**config.mk**
```make
export PLATFORM = sky130hd
export DESIGN_NAME = step_counter_dynamic_threshold
export DESIGN_NICKNAME = d
export VERILOG_FILES = /design/src/design/scdt_pkg.sv /design/src/design/scdt_window.sv /design/src/design/scdt_threshold.sv /design/src/design/scdt_detect.sv /design/src/design/step_counter_dynamic_threshold.sv
export VERILOG_INCLUDE_DIRS = /design/src /design/src/design
export SDC_FILE = /design/constraint.sdc
export NUM_CORES = 1
export LEC_CHECK = 0
export ABC_AREA = 1
export BUFFER_PORTS_ARGS = -buffer_cell sky130_fd_sc_hd__buf_2
export CAP_MARGIN = 20
export CORE_MARGIN = 3
export CORE_UTILIZATION = 45
export DETAILED_ROUTE_END_ITERATION = 8
export PLACE_DENSITY = 0.68
export SLEW_MARGIN = 20
export SYNTH_ARGS = -nofsm -noshare
export SYNTH_HDL_FRONTEND = slang
export SYNTH_HIERARCHICAL = 1
export SYNTH_SLANG_ARGS = --single-unit
```
**constraint.sdc**
```tcl
create_clock -name clk -period 11.25 [get_ports clk]
set_clock_uncertainty 0.15 [all_clocks]
set_input_delay 2.25 -clock clk [delete_from_list [all_inputs] [get_ports clk]]
set_output_delay 2.25 -clock clk [all_outputs]
set_load 0.1 [all_outputs]
```
**src/design/step_counter_dynamic_threshold_assert.svh**
```systemverilog
// ----------------------------------------------------------------------------
// step counter assertion macros
// concurrent assertion wrappers, empty when building for synthesis
// ----------------------------------------------------------------------------
`ifndef STEP_COUNTER_DYNAMIC_THRESHOLD_ASSERT_SVH
`define STEP_COUNTER_DYNAMIC_THRESHOLD_ASSERT_SVH

`ifndef SYNTHESIS

// same-cycle implication
`define SCDT_ASSERT_IMPLY(label, clk, rst, ante, cons, msg) \
  label: assert property (@(posedge clk) disable iff (rst) (ante) |-> (cons)) \
    else $error(msg);

// next-cycle implication
`define SCDT_ASSERT_NEXT(label, clk, rst, ante, cons, msg) \
  label: assert property (@(posedge clk) disable iff (rst) (ante) |=> (cons)) \
    else $error(msg);

`else

`define SCDT_ASSERT_IMPLY(label, clk, rst, ante, cons, msg)
`define SCDT_ASSERT_NEXT(label, clk, rst, ante, cons, msg)

`endif

`endif

```
**src/design/scdt_pkg.sv**
```systemverilog
// ----------------------------------------------------------------------------
// step counter package
// field widths, register indexes, reset values and shared types
// ----------------------------------------------------------------------------
package scdt_pkg;

  localparam int MAG_W      = 16;
  localparam int TIME_W     = 32;
  localparam int GAP_W      = 24;
  localparam int WLEN_W     = 10;
  localparam int LVL_W      = 16;
  localparam int COUNT_W    = 32;
  localparam int SMOOTH_W   = 19;
  localparam int THR_OUT_W  = 20;
  localparam int CFG_ADDR_W = 3;
  localparam int CFG_DATA_W = 24;

  localparam int MAG_MAX     = 65535;
  localparam int TROUGH_BASE = 32768;

  // register indexes
  localparam logic [CFG_ADDR_W-1:0] REG_WINDOW_LENGTH   = 3'd0;
  localparam logic [CFG_ADDR_W-1:0] REG_MIN_STEP_GAP    = 3'd1;
  localparam logic [CFG_ADDR_W-1:0] REG_SWING_LIMIT     = 3'd2;
  localparam logic [CFG_ADDR_W-1:0] REG_REST_THRESHOLD  = 3'd3;
  localparam logic [CFG_ADDR_W-1:0] REG_START_THRESHOLD = 3'd4;

  // register reset values
  localparam logic [WLEN_W-1:0] WINDOW_LENGTH_RST   = 10'd50;
  localparam logic [GAP_W-1:0]  MIN_STEP_GAP_RST    = 24'd600000;
  localparam logic [LVL_W-1:0]  SWING_LIMIT_RST     = 16'd1500;
  localparam logic [LVL_W-1:0]  REST_THRESHOLD_RST  = 16'd16384;
  localparam logic [LVL_W-1:0]  START_THRESHOLD_RST = 16'd32000;

  typedef struct packed {
    logic [WLEN_W-1:0] window_length;
    logic [GAP_W-1:0]  min_step_gap_us;
    logic [LVL_W-1:0]  swing_limit;
    logic [LVL_W-1:0]  rest_threshold;
    logic [LVL_W-1:0]  start_threshold;
  } cfg_t;

  // reload of threshold and previous sum on a start threshold write
  typedef struct packed {
    logic             load;
    logic [LVL_W-1:0] level;
  } start_load_t;

endpackage

```
**src/design/scdt_window.sv**
```systemverilog
// ----------------------------------------------------------------------------
// step counter sample window
// circular sample buffer with a running sum of the last taps
// ----------------------------------------------------------------------------
module scdt_window
  import scdt_pkg::*;
#(
  parameter int TAPS = 5,
  localparam int SUM_W = $clog2(MAG_MAX * TAPS + 1)
) (
  input  logic             clk,
  input  logic             rst,
  input  logic             en,
  input  logic [MAG_W-1:0] magnitude,
  output logic [SUM_W-1:0] sum_next
);

  localparam int SLOT_W = $clog2(TAPS);

  logic [MAG_W-1:0]  taps [TAPS];
  logic [SLOT_W-1:0] slot;
  logic [SUM_W-1:0]  sum;

  // oldest sample leaves, new one enters
  assign sum_next = sum - SUM_W'(taps[slot]) + SUM_W'(magnitude);

  always_ff @(posedge clk) begin
    if (rst) begin
      slot <= '0;
      sum  <= '0;
      for (int i = 0; i < TAPS; i++) begin
        taps[i] <= '0;
      end
    end else if (en) begin
      taps[slot] <= magnitude;
      sum        <= sum_next;
      if (slot == SLOT_W'(TAPS - 1)) begin
        slot <= '0;
      end else begin
        slot <= slot + 1'b1;
      end
    end
  end

endmodule

```
**src/design/scdt_threshold.sv**
```systemverilog
// ----------------------------------------------------------------------------
// step counter threshold tracker
// window peak and trough, periodic threshold update
// ----------------------------------------------------------------------------
module scdt_threshold
  import scdt_pkg::*;
#(
  parameter int TAPS = 5,
  localparam int SUM_W = $clog2(MAG_MAX * TAPS + 1),
  localparam int THR_W = SUM_W + 1
) (
  input  logic             clk,
  input  logic             rst,
  input  logic             en,
  input  cfg_t             cfg,
  input  start_load_t      start,
  input  logic [SUM_W-1:0] sum_in,
  output logic [THR_W-1:0] thr_next
);

  localparam logic [SUM_W-1:0] TROUGH_START = SUM_W'(TROUGH_BASE * TAPS);

  logic [SUM_W-1:0]  peak;
  logic [SUM_W-1:0]  trough;
  logic [WLEN_W-1:0] fill;
  logic [THR_W-1:0]  thr;

  logic [SUM_W-1:0]  peak_next;
  logic [SUM_W-1:0]  trough_next;
  logic [WLEN_W-1:0] fill_inc;
  logic              window_done;
  logic [SUM_W-1:0]  swing_min;
  logic              swing_ok;

  always_comb begin
    peak_next   = (sum_in > peak) ? sum_in : peak;
    trough_next = (sum_in < trough) ? sum_in : trough;
    fill_inc    = fill + 1'b1;
    window_done = (fill_inc >= cfg.window_length);
    swing_min   = SUM_W'(cfg.swing_limit) * SUM_W'(TAPS);
    swing_ok    = (peak_next > trough_next) &&
                  ((peak_next - trough_next) > swing_min);
    thr_next    = thr;
    if (window_done) begin
      if (swing_ok) begin
        thr_next = THR_W'(peak_next) + THR_W'(trough_next);
      end else begin
        thr_next = THR_W'(cfg.rest_threshold) * THR_W'(2 * TAPS);
      end
    end
  end

  always_ff @(posedge clk) begin
    if (rst) begin
      peak   <= '0;
      trough <= TROUGH_START;
      fill   <= '0;
      thr    <= THR_W'(START_THRESHOLD_RST) * THR_W'(2 * TAPS);
    end else if (start.load) begin
      thr <= THR_W'(start.level) * THR_W'(2 * TAPS);
    end else if (en) begin
      thr <= thr_next;
      if (window_done) begin
        peak   <= '0;
        trough <= TROUGH_START;
        fill   <= '0;
      end else begin
        peak   <= peak_next;
        trough <= trough_next;
        fill   <= fill_inc;
      end
    end
  end

endmodule

```
**src/design/scdt_detect.sv**
```systemverilog
// ----------------------------------------------------------------------------
// step counter step detector
// upward crossing test, step gap timing and step count
// ----------------------------------------------------------------------------
module scdt_detect
  import scdt_pkg::*;
#(
  parameter int TAPS = 5,
  localparam int SUM_W = $clog2(MAG_MAX * TAPS + 1),
  localparam int THR_W = SUM_W + 1
) (
  input  logic               clk,
  input  logic               rst,
  input  logic               en,
  input  cfg_t               cfg,
  input  start_load_t        start,
  input  logic [SUM_W-1:0]   sum_in,
  input  logic [THR_W-1:0]   thr_in,
  input  logic [TIME_W-1:0]  time_in,
  output logic               detected,
  output logic [COUNT_W-1:0] count_next
);

  logic [SUM_W-1:0]   prev_sum;
  logic [TIME_W-1:0]  last_time;
  logic [COUNT_W-1:0] count;

  logic               crossing;
  logic [TIME_W-1:0]  gap;

  always_comb begin
    crossing   = ((THR_W'(sum_in) << 1) > thr_in) &&
                 ((THR_W'(prev_sum) << 1) <= thr_in);
    gap        = time_in - last_time;
    detected   = crossing && (gap > TIME_W'(cfg.min_step_gap_us));
    count_next = detected ? count + 1'b1 : count;
  end

  always_ff @(posedge clk) begin
    if (rst) begin
      prev_sum  <= SUM_W'(START_THRESHOLD_RST) * SUM_W'(TAPS);
      last_time <= '0;
      count     <= '0;
    end else if (start.load) begin
      prev_sum <= SUM_W'(start.level) * SUM_W'(TAPS);
    end else if (en) begin
      prev_sum <= sum_in;
      count    <= count_next;
      if (detected) begin
        last_time <= time_in;
      end
    end
  end

endmodule

```
**src/design/step_counter_dynamic_threshold.sv**
```systemverilog
// ----------------------------------------------------------------------------
// step counter with dynamic threshold
// Takes one request per cycle while results are taken, each carrying an
// acceleration magnitude and a wrapping microsecond timestamp, and returns
// one result per request: the step flag, the running step total, the exact
// sum of the last AVERAGE_TAPS magnitudes and the current threshold at
// twice that scale. A request passes an input register, combinational adds
// and compares, and a result register; while the result register is held,
// the input register holds too. The window sum is kept as a running sum so
// each sample costs one add and one subtract. The threshold follows the
// midpoint of the window peak and trough every window_length samples, or
// drops to rest_threshold when the swing is small. Registers are to be
// written by the user only while no request is in flight; the block itself
// does not enforce this. Writing start_threshold reloads the threshold and
// the previous sum at once.
// ----------------------------------------------------------------------------
`include "step_counter_dynamic_threshold_assert.svh"

module step_counter_dynamic_threshold
  import scdt_pkg::*;
#(
  parameter int AVERAGE_TAPS = 5
) (
  input  logic                  clk,
  input  logic                  rst,

  // sample stream
  input  logic                  s_tvalid,
  output logic                  s_tready,
  input  logic [47:0]           s_tdata,   // magnitude[15:0], time_us[47:16]

  // result stream
  output logic                  m_tvalid,
  input  logic                  m_tready,
  output logic [71:0]           m_tdata,   // step_detected[0], step_total[32:1],
                                           // smoothed_sum[51:33],
                                           // threshold_level[71:52]

  // register writes
  input  logic                  cfg_wr_en,
  input  logic [CFG_ADDR_W-1:0] cfg_addr,
  input  logic [CFG_DATA_W-1:0] cfg_wdata
);

  localparam int SUM_W = $clog2(MAG_MAX * AVERAGE_TAPS + 1);
  localparam int THR_W = SUM_W + 1;

  // configuration registers
  cfg_t        cfg;
  start_load_t start;

  // input register
  logic              in_valid;
  logic [MAG_W-1:0]  in_mag;
  logic [TIME_W-1:0] in_time;

  // result register
  logic               out_valid;
  logic               out_det;
  logic [COUNT_W-1:0] out_total;
  logic [SUM_W-1:0]   out_sum;
  logic [THR_W-1:0]   out_thr;

  // datapath between the two
  logic               advance;
  logic               process;
  logic [SUM_W-1:0]   sum_next;
  logic [THR_W-1:0]   thr_next;
  logic               det;
  logic [COUNT_W-1:0] count_next;

  // result register frees up when empty or being taken
  assign advance  = !out_valid || m_tready;
  assign process  = in_valid && advance;
  assign s_tready = !in_valid || advance;

  assign m_tvalid = out_valid;
  assign m_tdata  = {THR_OUT_W'(out_thr), SMOOTH_W'(out_sum), out_total, out_det};

  // start threshold write reloads threshold and previous sum
  assign start.load  = cfg_wr_en && (cfg_addr == REG_START_THRESHOLD);
  assign start.level = cfg_wdata[LVL_W-1:0];

  always_ff @(posedge clk) begin
    if (rst) begin
      cfg.window_length   <= WINDOW_LENGTH_RST;
      cfg.min_step_gap_us <= MIN_STEP_GAP_RST;
      cfg.swing_limit     <= SWING_LIMIT_RST;
      cfg.rest_threshold  <= REST_THRESHOLD_RST;
      cfg.start_threshold <= START_THRESHOLD_RST;
    end else if (cfg_wr_en) begin
      unique case (cfg_addr)
        REG_WINDOW_LENGTH:   cfg.window_length   <= cfg_wdata[WLEN_W-1:0];
        REG_MIN_STEP_GAP:    cfg.min_step_gap_us <= cfg_wdata[GAP_W-1:0];
        REG_SWING_LIMIT:     cfg.swing_limit     <= cfg_wdata[LVL_W-1:0];
        REG_REST_THRESHOLD:  cfg.rest_threshold  <= cfg_wdata[LVL_W-1:0];
        REG_START_THRESHOLD: cfg.start_threshold <= cfg_wdata[LVL_W-1:0];
        default: ;  // unmapped index, write dropped
      endcase
    end
  end

  // input register
  always_ff @(posedge clk) begin
    if (rst) begin
      in_valid <= 1'b0;
    end else if (s_tready) begin
      in_valid <= s_tvalid;
    end
  end

  always_ff @(posedge clk) begin
    if (s_tvalid && s_tready) begin
      in_mag  <= s_tdata[MAG_W-1:0];
      in_time <= s_tdata[MAG_W +: TIME_W];
    end
  end

  scdt_window #(
    .TAPS (AVERAGE_TAPS)
  ) u_window (
    .clk       (clk),
    .rst       (rst),
    .en        (process),
    .magnitude (in_mag),
    .sum_next  (sum_next)
  );

  scdt_threshold #(
    .TAPS (AVERAGE_TAPS)
  ) u_threshold (
    .clk      (clk),
    .rst      (rst),
    .en       (process),
    .cfg      (cfg),
    .start    (start),
    .sum_in   (sum_next),
    .thr_next (thr_next)
  );

  // crossing test uses the threshold after this sample's window update
  scdt_detect #(
    .TAPS (AVERAGE_TAPS)
  ) u_detect (
    .clk        (clk),
    .rst        (rst),
    .en         (process),
    .cfg        (cfg),
    .start      (start),
    .sum_in     (sum_next),
    .thr_in     (thr_next),
    .time_in    (in_time),
    .detected   (det),
    .count_next (count_next)
  );

  // result register
  always_ff @(posedge clk) begin
    if (rst) begin
      out_valid <= 1'b0;
    end else if (advance) begin
      out_valid <= in_valid;
    end
  end

  always_ff @(posedge clk) begin
    if (process) begin
      out_det   <= det;
      out_total <= count_next;
      out_sum   <= sum_next;
      out_thr   <= thr_next;
    end
  end

  // a processed request always lands in the result register
  `SCDT_ASSERT_NEXT(a_process_lands, clk, rst, process, out_valid,
    "processed request did not reach the result register")

  // a counted step must sit above the threshold
  `SCDT_ASSERT_IMPLY(a_step_above_thr, clk, rst, out_valid && out_det,
    (THR_W'(out_sum) << 1) > out_thr, "step flagged below threshold")

  // running sum never exceeds a full window of maximum samples
  `SCDT_ASSERT_IMPLY(a_sum_range, clk, rst, out_valid,
    out_sum <= SUM_W'(MAG_MAX * AVERAGE_TAPS), "running sum out of range")

endmodule

```
* Yosys cells after proc, flatten, opt, wreduce, memory -nomap -nowiden
Memories as Yosys holds them, arrays and structs flattened. A register that Yosys moved wholly into a read port is not among the register bits. Cells that the tools add are included.
Word-level totals: output and inout port bits 74, bits in writable memories 80, memories kept 1, input bits 80, register bits after elaboration 361
Memory list:
- u_window.taps | depth 5, width 16, rd ports 1, clocked after memory_dff 1, write ports 5, line scdt_window.sv:20 | logic [MAG_W-1:0] taps [TAPS];
Operators by class: muxes and demuxes 23, $lt $le $gt $ge 8, reductions and logical operators 20, multipliers 4, add/sub/neg operators 8, eq/ne operators 5, bitwise operators 1
Operators with widths (number):
- $mux W19 | 6
- $mux W20 | 4
- $mul A16 B3 Y19 const B | 4
- $gt A19 B19 Y1 | 3
- $add A32 B1 Y32 const B | 1
- $gt A32 B24 Y1 | 1
- $mux W32 | 1
- $sub A32 B32 Y32 | 1
- $add A19 B19 Y20 | 1
- $gt A20 B20 Y1 | 1
- $le A20 B20 Y1 | 1
- $add A19 B16 Y19 | 1
- $lt A19 B19 Y1 | 1
- $sub A19 B16 Y19 | 1
- $sub A19 B19 Y19 | 1
- $mux W16 | 1
- $reduce_or A16 Y1 | 1
- $mux W3 | 4
- $add A10 B1 Y10 const B | 1
- $ge A10 B10 Y1 | 1
- $mux W10 | 1
- $reduce_and A2 Y1 | 5
- $eq A3 B2 Y1 const B | 2
- $eq A3 B3 Y1 const B | 2
- other kinds (11) | 23

* Longest topological paths before layout
depth in word-level cells 13, mapped depth 72, mapped depth without buffers 68

* Modules after synthesis
The synthesis kept the hierarchy.
By module, submodules not included:
- scdt_threshold | instances 1, area an instance 10259.8 µm², cells an instance 1581, sequential area each 1361.3 µm²
- scdt_detect | instances 1, area an instance 9283.9 µm², cells an instance 1564, sequential area each 1661.6 µm²
- scdt_window | instances 1, area an instance 7845.0 µm², cells an instance 858, sequential area each 4344.2 µm²
- step_counter_dynamic_threshold | instances 1, area an instance 6937.9 µm², cells an instance 587, sequential area each 5285.1 µm²

* Least setup slack after synthesis
No wires, ideal clock.
path type flip-flop to flip-flop, start point reg (tool-made name), end point reg u_detect.count[13], arrival time 8830 ps, cell stages (with the launch flop) 62, path slack 2215 ps, path buffers 7, data required time 11044 ps, cells stage by stage dfxtp_1 > buf_4 > buf_2 > nor2_1 > nor2_1 > o21ai_0 > a31oi_1 > ha_1 > inv_1 > ha_1 > fa_1 > nand3_1 > nand3_1 > nand2_1 > nand2_1 > xor2_1 > ha_1 > a21oi_1 > [... 26 more ...] > nor2_4 > buf_6 > o211ai_2 > and2_1 > inv_1 > ha_1 > nand4_1 > nor2_1 > nor4b_2 > nand2_1 > nand3_1 > o21ai_0 > nor2_2 > clkbuf_1 > nand3_1 > nand3_1 > nand2_1 > inv_1
RTL lines:
- end signal: assignment | line scdt_detect.sv:48 | count <= count_next;
- end: declaration | line scdt_detect.sv:26 | logic [COUNT_W-1:0] count;

==> flow_summary.yaml <==
timing:
  slew_violations: 0
  finalWorstSetupSlack_ns: 0.756
  slew_headroom: 0.341
  worstMarginPinSlew_ns: 0.988
  setup_viol: 0
  fin_crit_sh: 0.933
  min_period_ns: 10.49
  fmax_mhz: 95.3
  hold_viol: 0
  rsz0062_at_grt: "false"
die:
  initial_core_util: 0.459
  core-area_um2: 73600
  die_x_um: 280
  io_pins: 154
  die_h_um: 280
  dieArea_um2: 78300
  row_count: 99
hold_path:
  whs_endpoint: "u_threshold/trough[6]"
  hp-class: "reg -> reg"
  holdPathStages: 2
  hp-start: "u_threshold/trough[6]"
power_and_ir_drop:
  power_w: 0.0116
  vdd_ir_drop_max_mv: 0.310
  leakage_nw: 18.0
  powerDensity_nw_per_um2: 307
clocking:
  root_buffer: "clkbuf_16"
  clk_path_buf_depth: 3
  clock_sinks: 492
  worstSkewPairLatency_ns: 0.64
  htreeDepth: 2
  path_clk_slew_ns: 0.06
  cts_tree: "yes"
  cts-buffers-inserted: 56
finish:
  layout-drive-gt1-share: 0.105
  final_nets: 5094
  n_fill_cell: 7263
  n_antenna_cell: 0
  fin_area_um2: 37800
  syn_to_final_growth_pct: 12.1
  fin_util: 0.514
  instances_no_fill: 5666
worst_setup_path:
  r2r_cells: 66
  critPathKind: "reg -> reg"
  r2r-end: "u_detect/count[23]"
  critical_path_required_ns: 11.67
  max_stage_delay_ns: 0.46
  path_buf_inv: 13
  path_delay_family: "simple AND/OR/NAND/NOR gates"
  end_kind: "flop"
  cp.arrival_ns: 10.92
  slowest_stage: "fa_1"
  cp_common_cell: "nand2_1"
  ff2ff_setup_slack_ns: 0.76
  crit_fanout: 27
  start_kind: "flop"
placement:
  port_buffers: 153
  pre_cts_slack_ns: -0.212
  place.gp.congestion: 0.952
  dp_hpwl_mm: 71.7
  dpl_cell_area_um2: 35500
  place_inst: 5549
drt:
  wl_per_cell_um: 16.8
  dr.pass1.iters: 6
  via_count: 29700
  drcViolationCount: 0
  postRouteAntennaNets: 0
  via_per_inst: 5.24
  drt_iter0_markers: 2601
  wirelength_mm: 95.2
synth:
  syn-num-nets: 4947
  syn_area_per_cell_um2: 7.48
  syn_inst: 4512
  ys_warn_count: 6
  syn_area_um2: 33700
grt:
  grt_antenna_before_repair: 2
  grt_max_degree: 67
  grt_pass1_wl_mm: 147
  grt-ovfl-total: 0
  grt_pass1_vias: 27100
  global_route.usage.total: 0.235
outcome:
  status: "complete, no violations"
job:
  cap_violations: 0
==> how the worst max path moves through the flow <==
stage / start / endpoint / slack [ns] / depth (start not counted)
final: flop / u_detect/count[23] / 0.76 / 66
after global routing: flop / u_detect/count[13] / 0.04 / 67
after CTS: flop / u_detect/last_time[9] / 0.05 / 63
after detailed placement: flop / out_total[0] / -0.21 / 61
after global placement: flop / out_total[0] / -0.13 / 60
after floorplan: flop / u_detect/count[13] / 2.21 / 61
==> state kept, by name, indices dropped and copies added, names as in the netlist, named ones only <==
| signal | flops |
|---|---|
| cfg | 66 |
| in_mag | 16 |
| in_time | 32 |
| in_valid | 1 |
| m_tvalid | 1 |
| out_det | 1 |
| out_sum | 19 |
| out_thr | 20 |
| out_total | 32 |
| u_detect/count | 32 |
| u_detect/last_time | 32 |
| u_detect/prev_sum | 19 |
| u_threshold/fill | 10 |
| u_threshold/peak | 19 |
| u_threshold/thr | 20 |
| u_threshold/trough | 19 |
| u_window/slot | 3 |
| u_window/sum | 19 |
| u_window/taps | 128 |
==> where the power goes <==
group,leakage (nW),internal [W],switching [W],total [W]
sequential,4.41,0.00207,0.0000939,0.00216
combinational,12.6,0.00249,0.00500,0.00749
clock,0.972,0.00117,0.000783,0.00195
==> final cells by class <==
| type | count | area, um2 | share of cell area |
|---|---|---|---|
| multi-input cells | 3235 | 18500 | 0.488 |
| flip-flops and latches | 492 | 12300 | 0.326 |
| inverters | 650 | 2450 | 0.0647 |
| clock buffers | 80 | 1610 | 0.0426 |
| repair buffers | 224 | 1380 | 0.0365 |
| well taps | 959 | 1200 | 0.0317 |
| clock inverters | 26 | 383 | 0.0101 |
==> cell usage in the layout, fill, tap and decap left out, types with 20 or more instances in the layout <==
cell type	count
clkbuf_16	56
buf_2	153
a21oi_1	277
nor3_1	29
inv_1	630
xor2_1	99
nand4_1	34
fa_1	23
nor2_2	34
o21ai_0	139
nor2_1	555
dfxtp_1	243
o21a_1	20
edfxtp_1	248
a31oi_1	37
nand2_1	1097
nand2_2	30
xnor2_1	22
buf_4	61
nand3_1	291
ha_1	324
==> worst reg2reg max path: cells and delay by family (launching register included) <==
| kind | cells | cell delay, ns |
|---|---|---|
| compound gates | 11 | 2.04 |
| xor+xnor | 1 | 0.10 |
| fa+ha+maj | 6 | 2.08 |
| buf+inv | 13 | 1.82 |
| flops | 1 | 0.37 |
| simple gates | 35 | 3.86 |
==> through the flow <==
| stage | hold WS, ns | TNS, ns |
|---|---|---|
| 2_1_floorplan | 0.289 | 0 |
| 3_3_place_gp | 0.302 | -7.04 |
| 3_5_place_dp | 0.305 | -15.86 |
| 4_1_cts | 0.314 | 0 |
| 5_1_grt | 0.332 | 0 |
| 6_report | 0.315 | 0 |
==> routing by layer <==
metal,global-route usage,routed length [um],vias up
met5,0,0,-
met4,0.0659,2450,0
met3,0.0295,6130,127
met2,0.367,41900,927
met1,0.342,44700,13700
li1,-,-,14900
==> timing repair <==
item | CTS | global route
gates cloned | 0 | 2
endpoints found under the setup margin | 97 | 97
pin swaps | 2 | 3
hold buffers | 0 | 0
buffers inserted | 4 | 5
resized for setup | 2 | 55
(Power assumes the default switching activity.)
